<file path="src/rtl/dpdma_pkg.sv">
// ----------------------------------------------------------------------------
// dpdma_pkg
// Types, codes and helper functions shared by the two-port DMA engine.
// ----------------------------------------------------------------------------
package dpdma_pkg;

  localparam int FifoDepth  = 16;
  localparam int BlockBytes = 64;
  localparam int BeatBytes  = 8;
  localparam int RqDepth    = 4;

  localparam int QAW = (FifoDepth > 1) ? $clog2(FifoDepth) : 1;
  localparam int QCW = $clog2(FifoDepth + 1);
  localparam int BOW = $clog2(BlockBytes);
  localparam int RAW = $clog2(RqDepth);
  localparam int RCW = $clog2(RqDepth + 1);

  typedef enum logic [1:0] {
    CMD_REG_RD     = 2'd0,
    CMD_REG_WR     = 2'd1,
    CMD_MEM_RD_RSP = 2'd2,
    CMD_MEM_WR_RSP = 2'd3
  } cmd_t;

  typedef enum logic [1:0] {
    KIND_REG_RSP    = 2'd0,
    KIND_MEM_RD_REQ = 2'd1,
    KIND_MEM_WR_REQ = 2'd2
  } kind_t;

  typedef enum logic [1:0] {
    RES_OK        = 2'd0,
    RES_ADDR_ERR  = 2'd1,
    RES_CMD_ERR   = 2'd2,
    RES_BURST_ERR = 2'd3
  } res_t;

  typedef enum logic [2:0] {
    REG_START  = 3'd0,
    REG_ADDR0  = 3'd1,
    REG_ADDR1  = 3'd2,
    REG_SIZE   = 3'd3,
    REG_STATUS = 3'd4
  } reg_idx_t;

  typedef enum logic [2:0] {
    ST_IDLE    = 3'd0,
    ST_BUSY    = 3'd1,
    ST_DONE    = 3'd2,
    ST_BUSERR  = 3'd3,
    ST_INVALID = 3'd4
  } status_t;

  typedef struct packed {
    kind_t       kind;
    res_t        result;
    logic [63:0] read_value;
    logic        port;
    logic [63:0] addr;
    logic [3:0]  len;
    logic [63:0] data;
    logic        last;
  } res_item_t;

  typedef struct packed {
    logic [1:0] n;
    res_item_t  item0;
    res_item_t  item1;
  } res_push_t;

  // Beat length: remaining bytes, beat size, and room left in both blocks.
  function automatic logic [3:0] beat_len(logic [63:0] left, logic [63:0] ra,
                                          logic [63:0] wa);
    logic [BOW:0] n;
    logic [BOW:0] rroom;
    logic [BOW:0] wroom;
    n     = (left < 64'(BeatBytes)) ? left[BOW:0] : (BOW+1)'(BeatBytes);
    rroom = (BOW+1)'(BlockBytes) - {1'b0, ra[BOW-1:0]};
    wroom = (BOW+1)'(BlockBytes) - {1'b0, wa[BOW-1:0]};
    if (rroom < n) n = rroom;
    if (wroom < n) n = wroom;
    return 4'(n);
  endfunction

  function automatic logic [63:0] byte_mask(logic [3:0] len);
    logic [63:0] m;
    m = '0;
    for (int b = 0; b < 8; b++) begin
      if (4'(b) < len) m[b*8 +: 8] = 8'hff;
    end
    return m;
  endfunction

endpackage

</file>
<file path="src/rtl/dpdma_ctrl.sv">
// ----------------------------------------------------------------------------
// dpdma_ctrl
// Front end: decodes transactions, keeps the registers and the beat FIFO,
// and forms up to two results per transaction.
// ----------------------------------------------------------------------------
module dpdma_ctrl (
  input  logic                 clk,
  input  logic                 rst_n,
  input  logic                 in_fire,
  input  logic [1:0]           cmd,
  input  logic [2:0]           reg_index,
  input  logic [3:0]           access_bytes,
  input  logic [63:0]          write_value,
  input  logic [63:0]          mem_read_data,
  input  logic                 resp_ok,
  output dpdma_pkg::res_push_t push
);
  import dpdma_pkg::*;

  logic            start_r, start_nxt;
  logic [63:0]     addr0_r, addr0_nxt, addr1_r, addr1_nxt, size_r, size_nxt;
  status_t         status_r, status_nxt;
  logic            busy_r, busy_nxt, rev_r, rev_nxt, failed_r, failed_nxt;
  logic [63:0]     left_r, left_nxt, wcur_r, wcur_nxt;
  logic [QAW-1:0]  head_r, head_nxt, tail_r, tail_nxt;
  logic [QCW-1:0]  count_r, count_nxt;
  logic            rdp_r, rdp_nxt, wrp_r, wrp_nxt;

  logic [63:0]     q_data [FifoDepth];
  logic [3:0]      q_len  [FifoDepth];

  logic            do_push;
  logic [63:0]     push_data;
  logic [3:0]      push_len;

  function automatic logic [QAW-1:0] inc(logic [QAW-1:0] p);
    return (p == QAW'(FifoDepth - 1)) ? '0 : p + 1'b1;
  endfunction

  always_comb begin
    res_item_t   it [2];
    res_item_t   rsp;
    logic [1:0]  n;
    logic        issue_en;
    logic        quiet_chk;
    logic [3:0]  len;
    logic [63:0] hd_data;
    logic [3:0]  hd_len;
    logic [63:0] ra, wa;

    start_nxt  = start_r;   addr0_nxt = addr0_r;  addr1_nxt = addr1_r;
    size_nxt   = size_r;    status_nxt = status_r; busy_nxt = busy_r;
    rev_nxt    = rev_r;     failed_nxt = failed_r; left_nxt = left_r;
    wcur_nxt   = wcur_r;    head_nxt = head_r;     tail_nxt = tail_r;
    count_nxt  = count_r;   rdp_nxt = rdp_r;       wrp_nxt = wrp_r;
    it[0] = '0; it[1] = '0; rsp = '0; n = '0;
    issue_en = 1'b0; quiet_chk = 1'b0;
    do_push = 1'b0; push_len = '0; push_data = '0;
    len = '0; hd_data = '0; hd_len = '0; ra = '0; wa = '0;
    rsp.kind = KIND_REG_RSP;
    rsp.result = RES_OK;

    if (in_fire) begin
      unique case (cmd_t'(cmd))
        CMD_REG_RD: begin
          if (access_bytes != 4'd8) rsp.result = RES_BURST_ERR;
          else begin
            case (reg_idx_t'(reg_index))
              REG_START:  rsp.read_value = 64'(start_r);
              REG_ADDR0:  rsp.read_value = addr0_r;
              REG_ADDR1:  rsp.read_value = addr1_r;
              REG_SIZE:   rsp.read_value = size_r;
              REG_STATUS: rsp.read_value = 64'(status_r);
              default:    rsp.result = RES_ADDR_ERR;
            endcase
          end
          it[0] = rsp; n = 2'd1;
        end
        CMD_REG_WR: begin
          if (access_bytes != 4'd8) rsp.result = RES_BURST_ERR;
          else if (busy_r) rsp.result = RES_CMD_ERR;
          else begin
            case (reg_idx_t'(reg_index))
              REG_START: begin
                start_nxt = (write_value != '0);
                if (write_value != '0) begin
                  if (size_r == '0) begin
                    start_nxt  = 1'b0;
                    status_nxt = ST_DONE;
                  end else if (size_r == {1'b1, 63'd0}) begin
                    start_nxt  = 1'b0;
                    status_nxt = ST_INVALID;
                    rsp.result = RES_CMD_ERR;
                  end else begin
                    rev_nxt    = size_r[63];
                    size_nxt   = size_r[63] ? (64'd0 - size_r) : size_r;
                    failed_nxt = 1'b0;
                    status_nxt = ST_BUSY;
                    busy_nxt   = 1'b1;
                    left_nxt   = size_nxt;
                    wcur_nxt   = size_r[63] ? addr0_r : addr1_r;
                    count_nxt  = '0;
                    tail_nxt   = head_r;
                    rdp_nxt    = 1'b0;
                    wrp_nxt    = 1'b0;
                    issue_en   = 1'b1;
                  end
                end
              end
              REG_ADDR0:  addr0_nxt = write_value;
              REG_ADDR1:  addr1_nxt = write_value;
              REG_SIZE:   size_nxt = write_value;
              REG_STATUS: rsp.result = RES_CMD_ERR;
              default:    rsp.result = RES_ADDR_ERR;
            endcase
          end
          it[0] = rsp; n = 2'd1;
        end
        CMD_MEM_RD_RSP: begin
          if (busy_r && rdp_r) begin
            rdp_nxt = 1'b0;
            if (failed_r) quiet_chk = 1'b1;
            else if (!resp_ok) begin
              failed_nxt = 1'b1;
              status_nxt = ST_BUSERR;
              // keep only the beat whose write is outstanding
              count_nxt  = QCW'(wrp_r);
              tail_nxt   = wrp_r ? inc(head_r) : head_r;
              quiet_chk  = 1'b1;
            end else begin
              len = beat_len(left_r, rev_r ? addr1_r : addr0_r, wcur_r);
              if (count_r < QCW'(FifoDepth)) begin
                do_push   = 1'b1;
                push_len  = len;
                push_data = mem_read_data & byte_mask(len);
                count_nxt = count_r + 1'b1;
                tail_nxt  = inc(tail_r);
              end
              if (rev_r) addr1_nxt = addr1_r + 64'(len);
              else       addr0_nxt = addr0_r + 64'(len);
              wcur_nxt = wcur_r + 64'(len);
              left_nxt = left_r - 64'(len);
              issue_en = 1'b1;
            end
          end
        end
        CMD_MEM_WR_RSP: begin
          if (busy_r && wrp_r && count_r != '0) begin
            wrp_nxt   = 1'b0;
            len       = q_len[head_r];
            head_nxt  = inc(head_r);
            count_nxt = count_r - 1'b1;
            if (!resp_ok) begin
              failed_nxt = 1'b1;
              status_nxt = ST_BUSERR;
              count_nxt  = '0;
              tail_nxt   = head_nxt;
              quiet_chk  = 1'b1;
            end else begin
              if (rev_r) addr0_nxt = addr0_r + 64'(len);
              else       addr1_nxt = addr1_r + 64'(len);
              if (failed_r) quiet_chk = 1'b1;
              else if (64'(len) >= size_r) begin
                status_nxt = ST_DONE; busy_nxt = 1'b0; start_nxt = 1'b0;
                size_nxt = '0; left_nxt = '0; count_nxt = '0;
                tail_nxt = head_nxt; rdp_nxt = 1'b0; wrp_nxt = 1'b0;
              end else begin
                size_nxt = size_r - 64'(len);
                issue_en = 1'b1;
              end
            end
          end
        end
        default: ;
      endcase
    end

    // stop once every outstanding request of a failed transfer has answered
    if (quiet_chk && !rdp_nxt && !wrp_nxt) begin
      status_nxt = ST_BUSERR; busy_nxt = 1'b0; start_nxt = 1'b0;
      size_nxt = '0; left_nxt = '0; count_nxt = '0;
      tail_nxt = head_nxt; rdp_nxt = 1'b0; wrp_nxt = 1'b0;
    end

    if (issue_en) begin
      ra = rev_nxt ? addr1_nxt : addr0_nxt;
      wa = rev_nxt ? addr0_nxt : addr1_nxt;
      if (do_push && count_r == '0) begin
        hd_data = push_data; hd_len = push_len;
      end else begin
        hd_data = q_data[head_nxt]; hd_len = q_len[head_nxt];
      end
      if (!wrp_nxt && count_nxt != '0) begin
        it[n[0]]      = '0;
        it[n[0]].kind = KIND_MEM_WR_REQ;
        it[n[0]].port = ~rev_nxt;
        it[n[0]].addr = wa;
        it[n[0]].len  = hd_len;
        it[n[0]].data = hd_data;
        n = n + 1'b1;
        wrp_nxt = 1'b1;
      end
      if (!rdp_nxt && left_nxt != '0 && count_nxt < QCW'(FifoDepth)) begin
        it[n[0]]      = '0;
        it[n[0]].kind = KIND_MEM_RD_REQ;
        it[n[0]].port = rev_nxt;
        it[n[0]].addr = ra;
        it[n[0]].len  = beat_len(left_nxt, ra, wcur_nxt);
        n = n + 1'b1;
        rdp_nxt = 1'b1;
      end
    end

    if (n != '0) it[n[0] ^ 1'b1].last = 1'b1;
    push.n     = n;
    push.item0 = it[0];
    push.item1 = it[1];
  end

  always_ff @(posedge clk) begin
    if (!rst_n) begin
      start_r <= 1'b0; addr0_r <= '0; addr1_r <= '0; size_r <= '0;
      status_r <= ST_IDLE; busy_r <= 1'b0; rev_r <= 1'b0; failed_r <= 1'b0;
      left_r <= '0; wcur_r <= '0; head_r <= '0; tail_r <= '0; count_r <= '0;
      rdp_r <= 1'b0; wrp_r <= 1'b0;
    end else begin
      start_r <= start_nxt; addr0_r <= addr0_nxt; addr1_r <= addr1_nxt;
      size_r <= size_nxt; status_r <= status_nxt; busy_r <= busy_nxt;
      rev_r <= rev_nxt; failed_r <= failed_nxt; left_r <= left_nxt;
      wcur_r <= wcur_nxt; head_r <= head_nxt; tail_r <= tail_nxt;
      count_r <= count_nxt; rdp_r <= rdp_nxt; wrp_r <= wrp_nxt;
    end
  end

  always_ff @(posedge clk) begin
    if (do_push) begin
      q_data[tail_r] <= push_data;
      q_len[tail_r]  <= push_len;
    end
  end

  a_count_range: assert property (@(posedge clk) disable iff (!rst_n)
    count_r <= QCW'(FifoDepth)) else $error("beat FIFO over depth");
  a_idle_empty: assert property (@(posedge clk) disable iff (!rst_n)
    !busy_r |-> (count_r == '0 && !rdp_r && !wrp_r))
    else $error("idle engine holds beats or requests");
  a_wr_needs_beat: assert property (@(posedge clk) disable iff (!rst_n)
    wrp_r |-> count_r != '0) else $error("write outstanding without a beat");
  a_reg_rsp: assert property (@(posedge clk) disable iff (!rst_n)
    (in_fire && (cmd == CMD_REG_RD || cmd == CMD_REG_WR)) |-> push.n != '0)
    else $error("register transaction without response");

endmodule

</file>
<file path="src/rtl/dpdma_rq.sv">
// ----------------------------------------------------------------------------
// dpdma_rq
// Back end: result queue taking up to two results a cycle and sending one when out_ready.
// ----------------------------------------------------------------------------
module dpdma_rq (
  input  logic                 clk,
  input  logic                 rst_n,
  input  dpdma_pkg::res_push_t push,
  output logic                 push_ready,
  output logic                 out_valid,
  input  logic                 out_ready,
  output dpdma_pkg::res_item_t out_item
);
  import dpdma_pkg::*;

  res_item_t       mem [RqDepth];
  logic [RAW-1:0]  head_r, head_nxt, tail_r, tail_nxt;
  logic [RCW-1:0]  count_r, count_nxt;
  logic            pop;

  assign pop        = out_valid && out_ready;
  assign out_valid  = (count_r != '0);
  assign out_item   = mem[head_r];
  assign push_ready = (count_r <= RCW'(RqDepth - 2));

  always_comb begin
    head_nxt  = pop ? head_r + 1'b1 : head_r;
    tail_nxt  = tail_r + RAW'(push.n);
    count_nxt = count_r + RCW'(push.n) - RCW'(pop);
  end

  always_ff @(posedge clk) begin
    if (!rst_n) begin
      head_r <= '0; tail_r <= '0; count_r <= '0;
    end else begin
      head_r <= head_nxt; tail_r <= tail_nxt; count_r <= count_nxt;
    end
  end

  always_ff @(posedge clk) begin
    if (push.n != '0) mem[tail_r] <= push.item0;
    if (push.n == 2'd2) mem[tail_r + 1'b1] <= push.item1;
  end

  a_no_overflow: assert property (@(posedge clk) disable iff (!rst_n)
    count_r <= RCW'(RqDepth)) else $error("result queue overflow");
  a_push_room: assert property (@(posedge clk) disable iff (!rst_n)
    push.n != '0 |-> push_ready) else $error("push without room");
  a_pop_count: assert property (@(posedge clk) disable iff (!rst_n)
    (pop && push.n == '0) |=> count_r == $past(count_r) - 1'b1)
    else $error("pop miscount");

endmodule

</file>
<file path="src/rtl/dual_port_dma_engine.sv">
// ----------------------------------------------------------------------------
// dual_port_dma_engine
// Two-port memory-to-memory DMA engine with a 64-bit register interface.
// ----------------------------------------------------------------------------
// Input channel (in_*): register reads/writes and memory responses, kind in
// in_tuser. Output channel (out_*): register responses and memory requests,
// kind in out_tuser, out_tlast on the last result of an input transaction.
// Each input transaction is decoded in the cycle it is accepted and its zero
// to two results enter a four-entry result queue; with the queue empty, the
// first result is on the output in the cycle after acceptance. An input is
// taken every cycle while the queue holds at most two results, so the
// sustained rate is one transaction per cycle for single-result traffic while
// the receiver keeps up; two-result traffic is limited by the single-result
// output port. A stalled receiver fills the result queue and then drops
// in_tready; no result is lost. Reset clears all registers to zero and status
// to idle; the beat FIFO needs no clearing.
// ----------------------------------------------------------------------------
module dual_port_dma_engine (
  input  logic         clk,
  input  logic         rst_n,
  input  logic         in_tvalid,
  output logic         in_tready,
  input  logic [135:0] in_tdata,  // reg_index, access_bytes, write_value,
                                  // mem_read_data, resp_ok
  input  logic [1:0]   in_tuser,  // cmd
  output logic         out_tvalid,
  input  logic         out_tready,
  output logic [199:0] out_tdata, // reg_result, read_value, mem_port,
                                  // mem_address, mem_length, mem_data, pad
  output logic [1:0]   out_tuser, // kind
  output logic         out_tlast  // last
);
  import dpdma_pkg::*;

  res_push_t push;
  res_item_t item;
  logic      fire;

  assign fire = in_tvalid && in_tready;

  dpdma_ctrl u_ctrl (
    .clk           (clk),
    .rst_n         (rst_n),
    .in_fire       (fire),
    .cmd           (in_tuser),
    .reg_index     (in_tdata[2:0]),
    .access_bytes  (in_tdata[6:3]),
    .write_value   (in_tdata[70:7]),
    .mem_read_data (in_tdata[134:71]),
    .resp_ok       (in_tdata[135]),
    .push          (push)
  );

  dpdma_rq u_rq (
    .clk        (clk),
    .rst_n      (rst_n),
    .push       (push),
    .push_ready (in_tready),
    .out_valid  (out_tvalid),
    .out_ready  (out_tready),
    .out_item   (item)
  );

  assign out_tdata = {1'b0, item.data, item.len, item.addr, item.port,
                      item.read_value, item.result};
  assign out_tuser = item.kind;
  assign out_tlast = item.last;

endmodule

</file>
<file path="config.mk">
export PLATFORM = sky130hd
export DESIGN_NAME = dual_port_dma_engine
export DESIGN_NICKNAME = d
export VERILOG_FILES = /design/src/rtl/dpdma_pkg.sv /design/src/rtl/dpdma_ctrl.sv /design/src/rtl/dpdma_rq.sv /design/src/rtl/dual_port_dma_engine.sv
export SDC_FILE = /design/constraint.sdc
export NUM_CORES = 2
export LEC_CHECK = 0
export BUFFER_PORTS_ARGS = -buffer_cell sky130_fd_sc_hd__buf_2
export CAP_MARGIN = 20
export CELL_PAD_IN_SITES_DETAIL_PLACEMENT = 2
export CELL_PAD_IN_SITES_GLOBAL_PLACEMENT = 2
export CORE_MARGIN = 5
export CORE_UTILIZATION = 34
export CTS_CLUSTER_DIAMETER = 60
export CTS_CLUSTER_SIZE = 14
export DETAILED_ROUTE_END_ITERATION = 8
export GPL_TIMING_DRIVEN = 0
export PLACE_DENSITY_LB_ADDON = 0.3
export SLEW_MARGIN = 10
export SYNTH_ARGS = -nofsm -noshare
export SYNTH_HDL_FRONTEND = slang
export SYNTH_HIERARCHICAL = 1
export SYNTH_SLANG_ARGS = --single-unit
</file>
<file path="constraint.sdc">
create_clock -name clk -period 30.2 [get_ports clk]
set_input_delay 1.51 -clock clk [delete_from_list [all_inputs] [get_ports clk]]
set_output_delay 1.51 -clock clk [all_outputs]
set_load 0.01 [all_outputs]
</file>
---- Word level (Yosys, flattened, before mapping) ----
Memory sizes are Yosys's and may differ from the RTL's. A register that Yosys moved wholly into a read port is not among the register bits.
Cells that the tools add are included.
cells by class
  $add $sub $neg .......................... 23
  order comparisons ....................... 24
  eq/ne operators ......................... 46
  multiplexer cells ....................... 367
  bitwise logic cells ..................... 11
  reduce and logical (&&, ||, !) cells .... 45
operators by type and width
  cell                                                                   count
  64-bit two-way mux                                                     68
  404-bit bitwise mux                                                    10
  202-bit demux with 1-bit select                                        12
  404-bit two-way mux                                                    5
  202-bit two-way mux                                                    5
  404-bit AND                                                            2
  404-bit inverter                                                       2
  64-bit one-hot mux with 3 select lines                                 3
  8-bit two-way mux                                                      56
  200-bit one-hot mux with 2 select lines                                1
  64-bit one-hot mux with 2 select lines                                 3
  64-bit by 4-bit adder with 64-bit output                               5
  64-bit one-hot mux with 5 select lines                                 1
  134-bit two-way mux                                                    2
  133-bit two-way mux                                                    2
  4-bit two-way mux                                                      40
  69-bit two-way mux                                                     2
  64-bit by 4-bit < comparator with 1-bit output, second input constant  2
  64-bit nonzero test                                                    2
  64-bit by 4-bit subtractor with 64-bit output                          2
  1-bit two-way mux                                                      88
  5-bit two-way mux                                                      16
  7-bit two-way mux                                                      11
  65-bit two-way mux                                                     1
  62 further kinds                                                       175
storage, ports and cells
  flip-flop bits (word level) ............. 349
  bits in writable memories ............... 1896
  bits of input ports ..................... 142
  output and inout bits ................... 205
  logic and storage cells ................. 539
  memories ................................ 3
memories
  memory         depth  bits a word  read ports  clocked after Yosys merged registers in  write ports  RTL line          RTL
  u_ctrl.q_data  16     64           1           0                                        1            dpdma_ctrl.sv:29  logic [63:0] q_data [FifoDepth];
  u_rq.mem       4      202          1           1                                        2            dpdma_rq.sv:16    res_item_t mem [RqDepth];
  u_ctrl.q_len   16     4            2           1                                        1            dpdma_ctrl.sv:30  logic [3:0] q_len [FifoDepth];

---- Logic depth before layout (Yosys ltp) ----
  depth after elaboration ................. 45
  gate-level depth with buffers ........... 54
  gate-level depth less buffers ........... 53

---- Hierarchy ----
The synthesis kept the hierarchy.
modules (own cells, without submodules)
  module                times used  cells an instance  area an instance (µm²)  seq. area each (µm²)
  dpdma_ctrl            1           8936               80181.9                 38356.8
  dpdma_rq              1           2003               39427.8                 24443.4
  dual_port_dma_engine  1           3                  17.5                    0.0

---- Worst setup path before layout ----
Ideal clock, no wire load.
  path kind ............................... register to register
  from .................................... register u_ctrl.left_r[26]
  to ...................................... memory u_rq/mem[0][0] (netlist name), enable pin
  library setup time ...................... 1043 ps
  arrival time ............................ 23599 ps
  data required time ...................... 29157 ps
  path slack .............................. 5558 ps
  cell stages (with the launch flop) ...... 43
  path buffers ............................ 2
  path through ............................ dfxtp_1 -> or3_1 -> nand4b_1 -> or4b_2 -> nor3_1 -> nand2_1 -> ha_1 -> o21ai_0 -> a21oi_1 -> nor2_1 -> a31oi_1 -> nor2_1 -> a21oi_1 -> inv_1 -> ha_1 -> and3_1 -> a31o_2 -> or2_2 -> [... 7 more ...] -> a21o_1 -> a21oi_1 -> nand2_1 -> or4_1 -> a211o_1 -> o2bb2ai_1 -> a311o_1 -> o31ai_1 -> o2111ai_1 -> nor4_2 -> nand4_2 -> o21ai_1 -> inv_1 -> ha_1 -> mux2i_1 -> buf_4 -> o21bai_1 -> o21ai_0
RTL lines
  element                   RTL line           RTL
  start: declaration        dpdma_ctrl.sv:24   logic [63:0] left_r, left_nxt, wcur_r, wcur_nxt;
  start signal: assignment  dpdma_ctrl.sv:229  rev_r <= rev_nxt; failed_r <= failed_nxt; left_r <= left_nxt;
  end: declaration          dpdma_rq.sv:16

==> results_dict.tcl <==
set metrics [dict create \
    finalPower_mw 8.24 \
    p_leak_nw 49.5 \
    synth_area_sq_mm 0.120 \
    cts_htree_levels 5 \
    drv_slew 0 \
    timing.critical_path.fanout_max 17 \
    coreArea_sq_mm 0.350 \
    synth_seq_cells 2189 \
    grt_pass1_wl_mm 927 \
    startpoint_type "flop" \
    synth_top_cell_by_area "edfxtp_1" \
    drc_errors 0 \
    cts.path.max_buffers 4 \
    irDropWorstVdd_mv 0.0530 \
    slowest_delay_ns 0.89 \
    routedWlPerCell_um 40.8 \
    die_y_um 603 \
    hold_path.class "reg -> reg" \
    yosysWarnings 6 \
    min_from "u_ctrl/start_r" \
    num_vias 106128 \
    cts_tree "done" \
    fmax_mhz 55.1 \
    synth_edf_count 1896 \
    track_usage_pct 36.0 \
    hold_slack_ns 0.482 \
    path_class "reg -> reg" \
    synth-seq-area-share_pct 52.5 \
    async_flop_share_pct 0 \
    synth-main-ff-cell "edfxtp_1" \
    startpoint "u_ctrl/left_r[17]" \
    postSynthAreaPerCell_sq_um 10.9 \
    synth.top_cell.area_share_pct 47.6 \
    fp.dieW_um 603 \
    die-area_sq_mm 0.364 \
    cts_buffers 264 \
    cp-end-kind "flop" \
    max_cap_viol_count 0 \
    path_clk_slew_ns 0.06 \
    area_delta_synth_final_pct 16.8 \
    fp-row-count 217 \
    ys_top_cells_by_area "edfxtp_1, mux2_2, nand2_1" \
    critPathSlowestCell "nor4_2" \
    period_needed_ns 18.15 \
    yosysMostFrequentCell "edfxtp_1" \
    grt_max_degree 24 \
    dpl.hpwl_mm 518 \
    setup_viol 0 \
    cts-resized-gates 0 \
    required_ns 30.86 \
    final-hold-violation-count 0 \
    fin_nets 12093 \
    ios 347 \
    tightest_slew_ns 1.35 \
    hold_buffers 0 \
    fin_setup_tns_ns 0 \
    status "finished, final reports clean" \
    p_per_area_mw_per_mm2 58.9 \
    place_congestion 1.01 \
    period_share_pct 60.1 \
    clkLatencyLatePin_ns 0.94 \
    relSlewSlack_pct 10.2 \
    tritoncts_num_sinks 2189 \
    fin_skew_ns 0.0843 \
    cts-root-buf "clkbuf_16" \
    wl_mm 681 \
    r2r_start "u_ctrl/left_r[17]" \
    routed_via_density 6.37 \
    yosysUniqueCellTypes 108 \
    grt_pass1_vias 111245 \
    synthTopCellsByCount "edfxtp_1, nand2_1, nor2_1, clkbuf_1, mux2_2" \
    cp.arrival_ns 18.81 \
    drive_above_1_share_pct 18.5 \
    rsz0062_at_grt "false" \
    gr-total-overflow 0 \
    postCtsSetupRepairBufs 0 \
    start_util_pct 34.2 \
    grt_antenna_before_repair 57 \
    synthCells 10942 \
    port_buffers 344 \
    ant_nets 0 \
    first_pass_iters 6 \
    drtIter0Drc 11456 \
]
[critical path, delay by kind of cell, from the launching register on]
family	cells	cell delay, ns
and+or+nand+nor	15	6.42
AOI/OAI and AO/OA	11	4.28
buffers and inverters	11	3.02
muxes	4	2.43
adders and majority gates	4	1.29
DFF	1	0.37
[stage by stage]
stage / worst slack, ns / std cells / instance area, sq um / util, %
6_report: 12.05 / 16671 / 140000 / 39.9
5_1_grt: 11.75 / 16655 / 140000 / 39.9
3_5_place_dp: 12.51 / 16184 / 131000 / 37.5
4_1_cts: 12.45 / 16618 / 140000 / 39.9
2_1_floorplan: 5.56 / 11012 / 120000 / -
3_3_place_gp: -14.79 / 15955 / 127000 / 36.4
[cell usage in the layout, fill, tap and decap left out, types with 73 or more instances in the layout]
master        n
and3_1      319
nor3_1      191
buf_4       159
nand2_1    1644
clkbuf_16   271
nor4_1       93
clkbuf_1    686
o221ai_1    181
dfxtp_1     293
buf_6        93
inv_1       105
xor2_1       94
a211oi_1     80
nor2_1      828
a311oi_1    224
buf_2       450
mux2i_1     190
a21oi_1     503
a31oi_1      87
conb_1       73
and2_1      151
o21ai_0     285
mux4_2      223
nand3_1     514
mux2_1      215
edfxtp_1   1896
xnor2_1     112
nand4_1     101
buf_1        94
ha_1         77
mux2_2      611
[cells by family (layout without fill, tap and decap cells)]
group	after synthesis	count (layout)	synth area share [%]
fa+ha+maj	84	84	0.922
compound gates	1956	1956	11.3
mux	1242	1242	13.6
flops	2189	2189	52.5
simple gates	4149	4149	16.0
other cells	3	110	0.00941
buf+inv	1111	2134	4.18
xor+xnor	208	208	1.55
[state kept, by name, indices dropped and copies added, names as in the netlist, 5 cells and up, named ones only]
name            flops
u_ctrl/q_data    1024
u_rq/mem          808
u_ctrl/addr0_r     64
u_ctrl/addr1_r     64
u_ctrl/left_r      64
u_ctrl/q_len       64
u_ctrl/size_r      64
u_ctrl/wcur_r       6
u_ctrl/count_r      5
[layer usage]
metal | track usage (%) | share of wire (%)
met3 | 6.02 | 7.0
met1 | 43.4 | 38
met2 | 57.7 | 46
met4 | 27.5 | 9.4
met5 | 0 | 0.020
[power by group]
part | internal [mW] | switching [mW]
Combinational | 0.490 | 1.19
Clock | 1.80 | 1.41
Sequential | 3.30 | 0.0399
[final timing paths]
path | depth (start not counted) | slack, ns | to
worst max-delay path | 45 | 12.05 | u_rq/mem[0][30]
worst min-delay path | 2 | 0.48 | u_ctrl/start_r
worst max register to register | 45 | 12.05 | u_rq/mem[0][30]
worst min register to register | 2 | 0.48 | u_ctrl/start_r
[area by class of cell]
type / instances / area [sq um]
buffer: 1004 / 4630
antenna: 37 / 92.6
timing repair buffer: 589 / 5220
tap: 4599 / 5750
sequential: 2189 / 62800
fill: 36356 / 210000
multi-input combinational: 7712 / 52500
clock buffer: 312 / 7030
inverter: 107 / 402
clock inverter: 122 / 1290
Power figures use the tool's default switching activity.
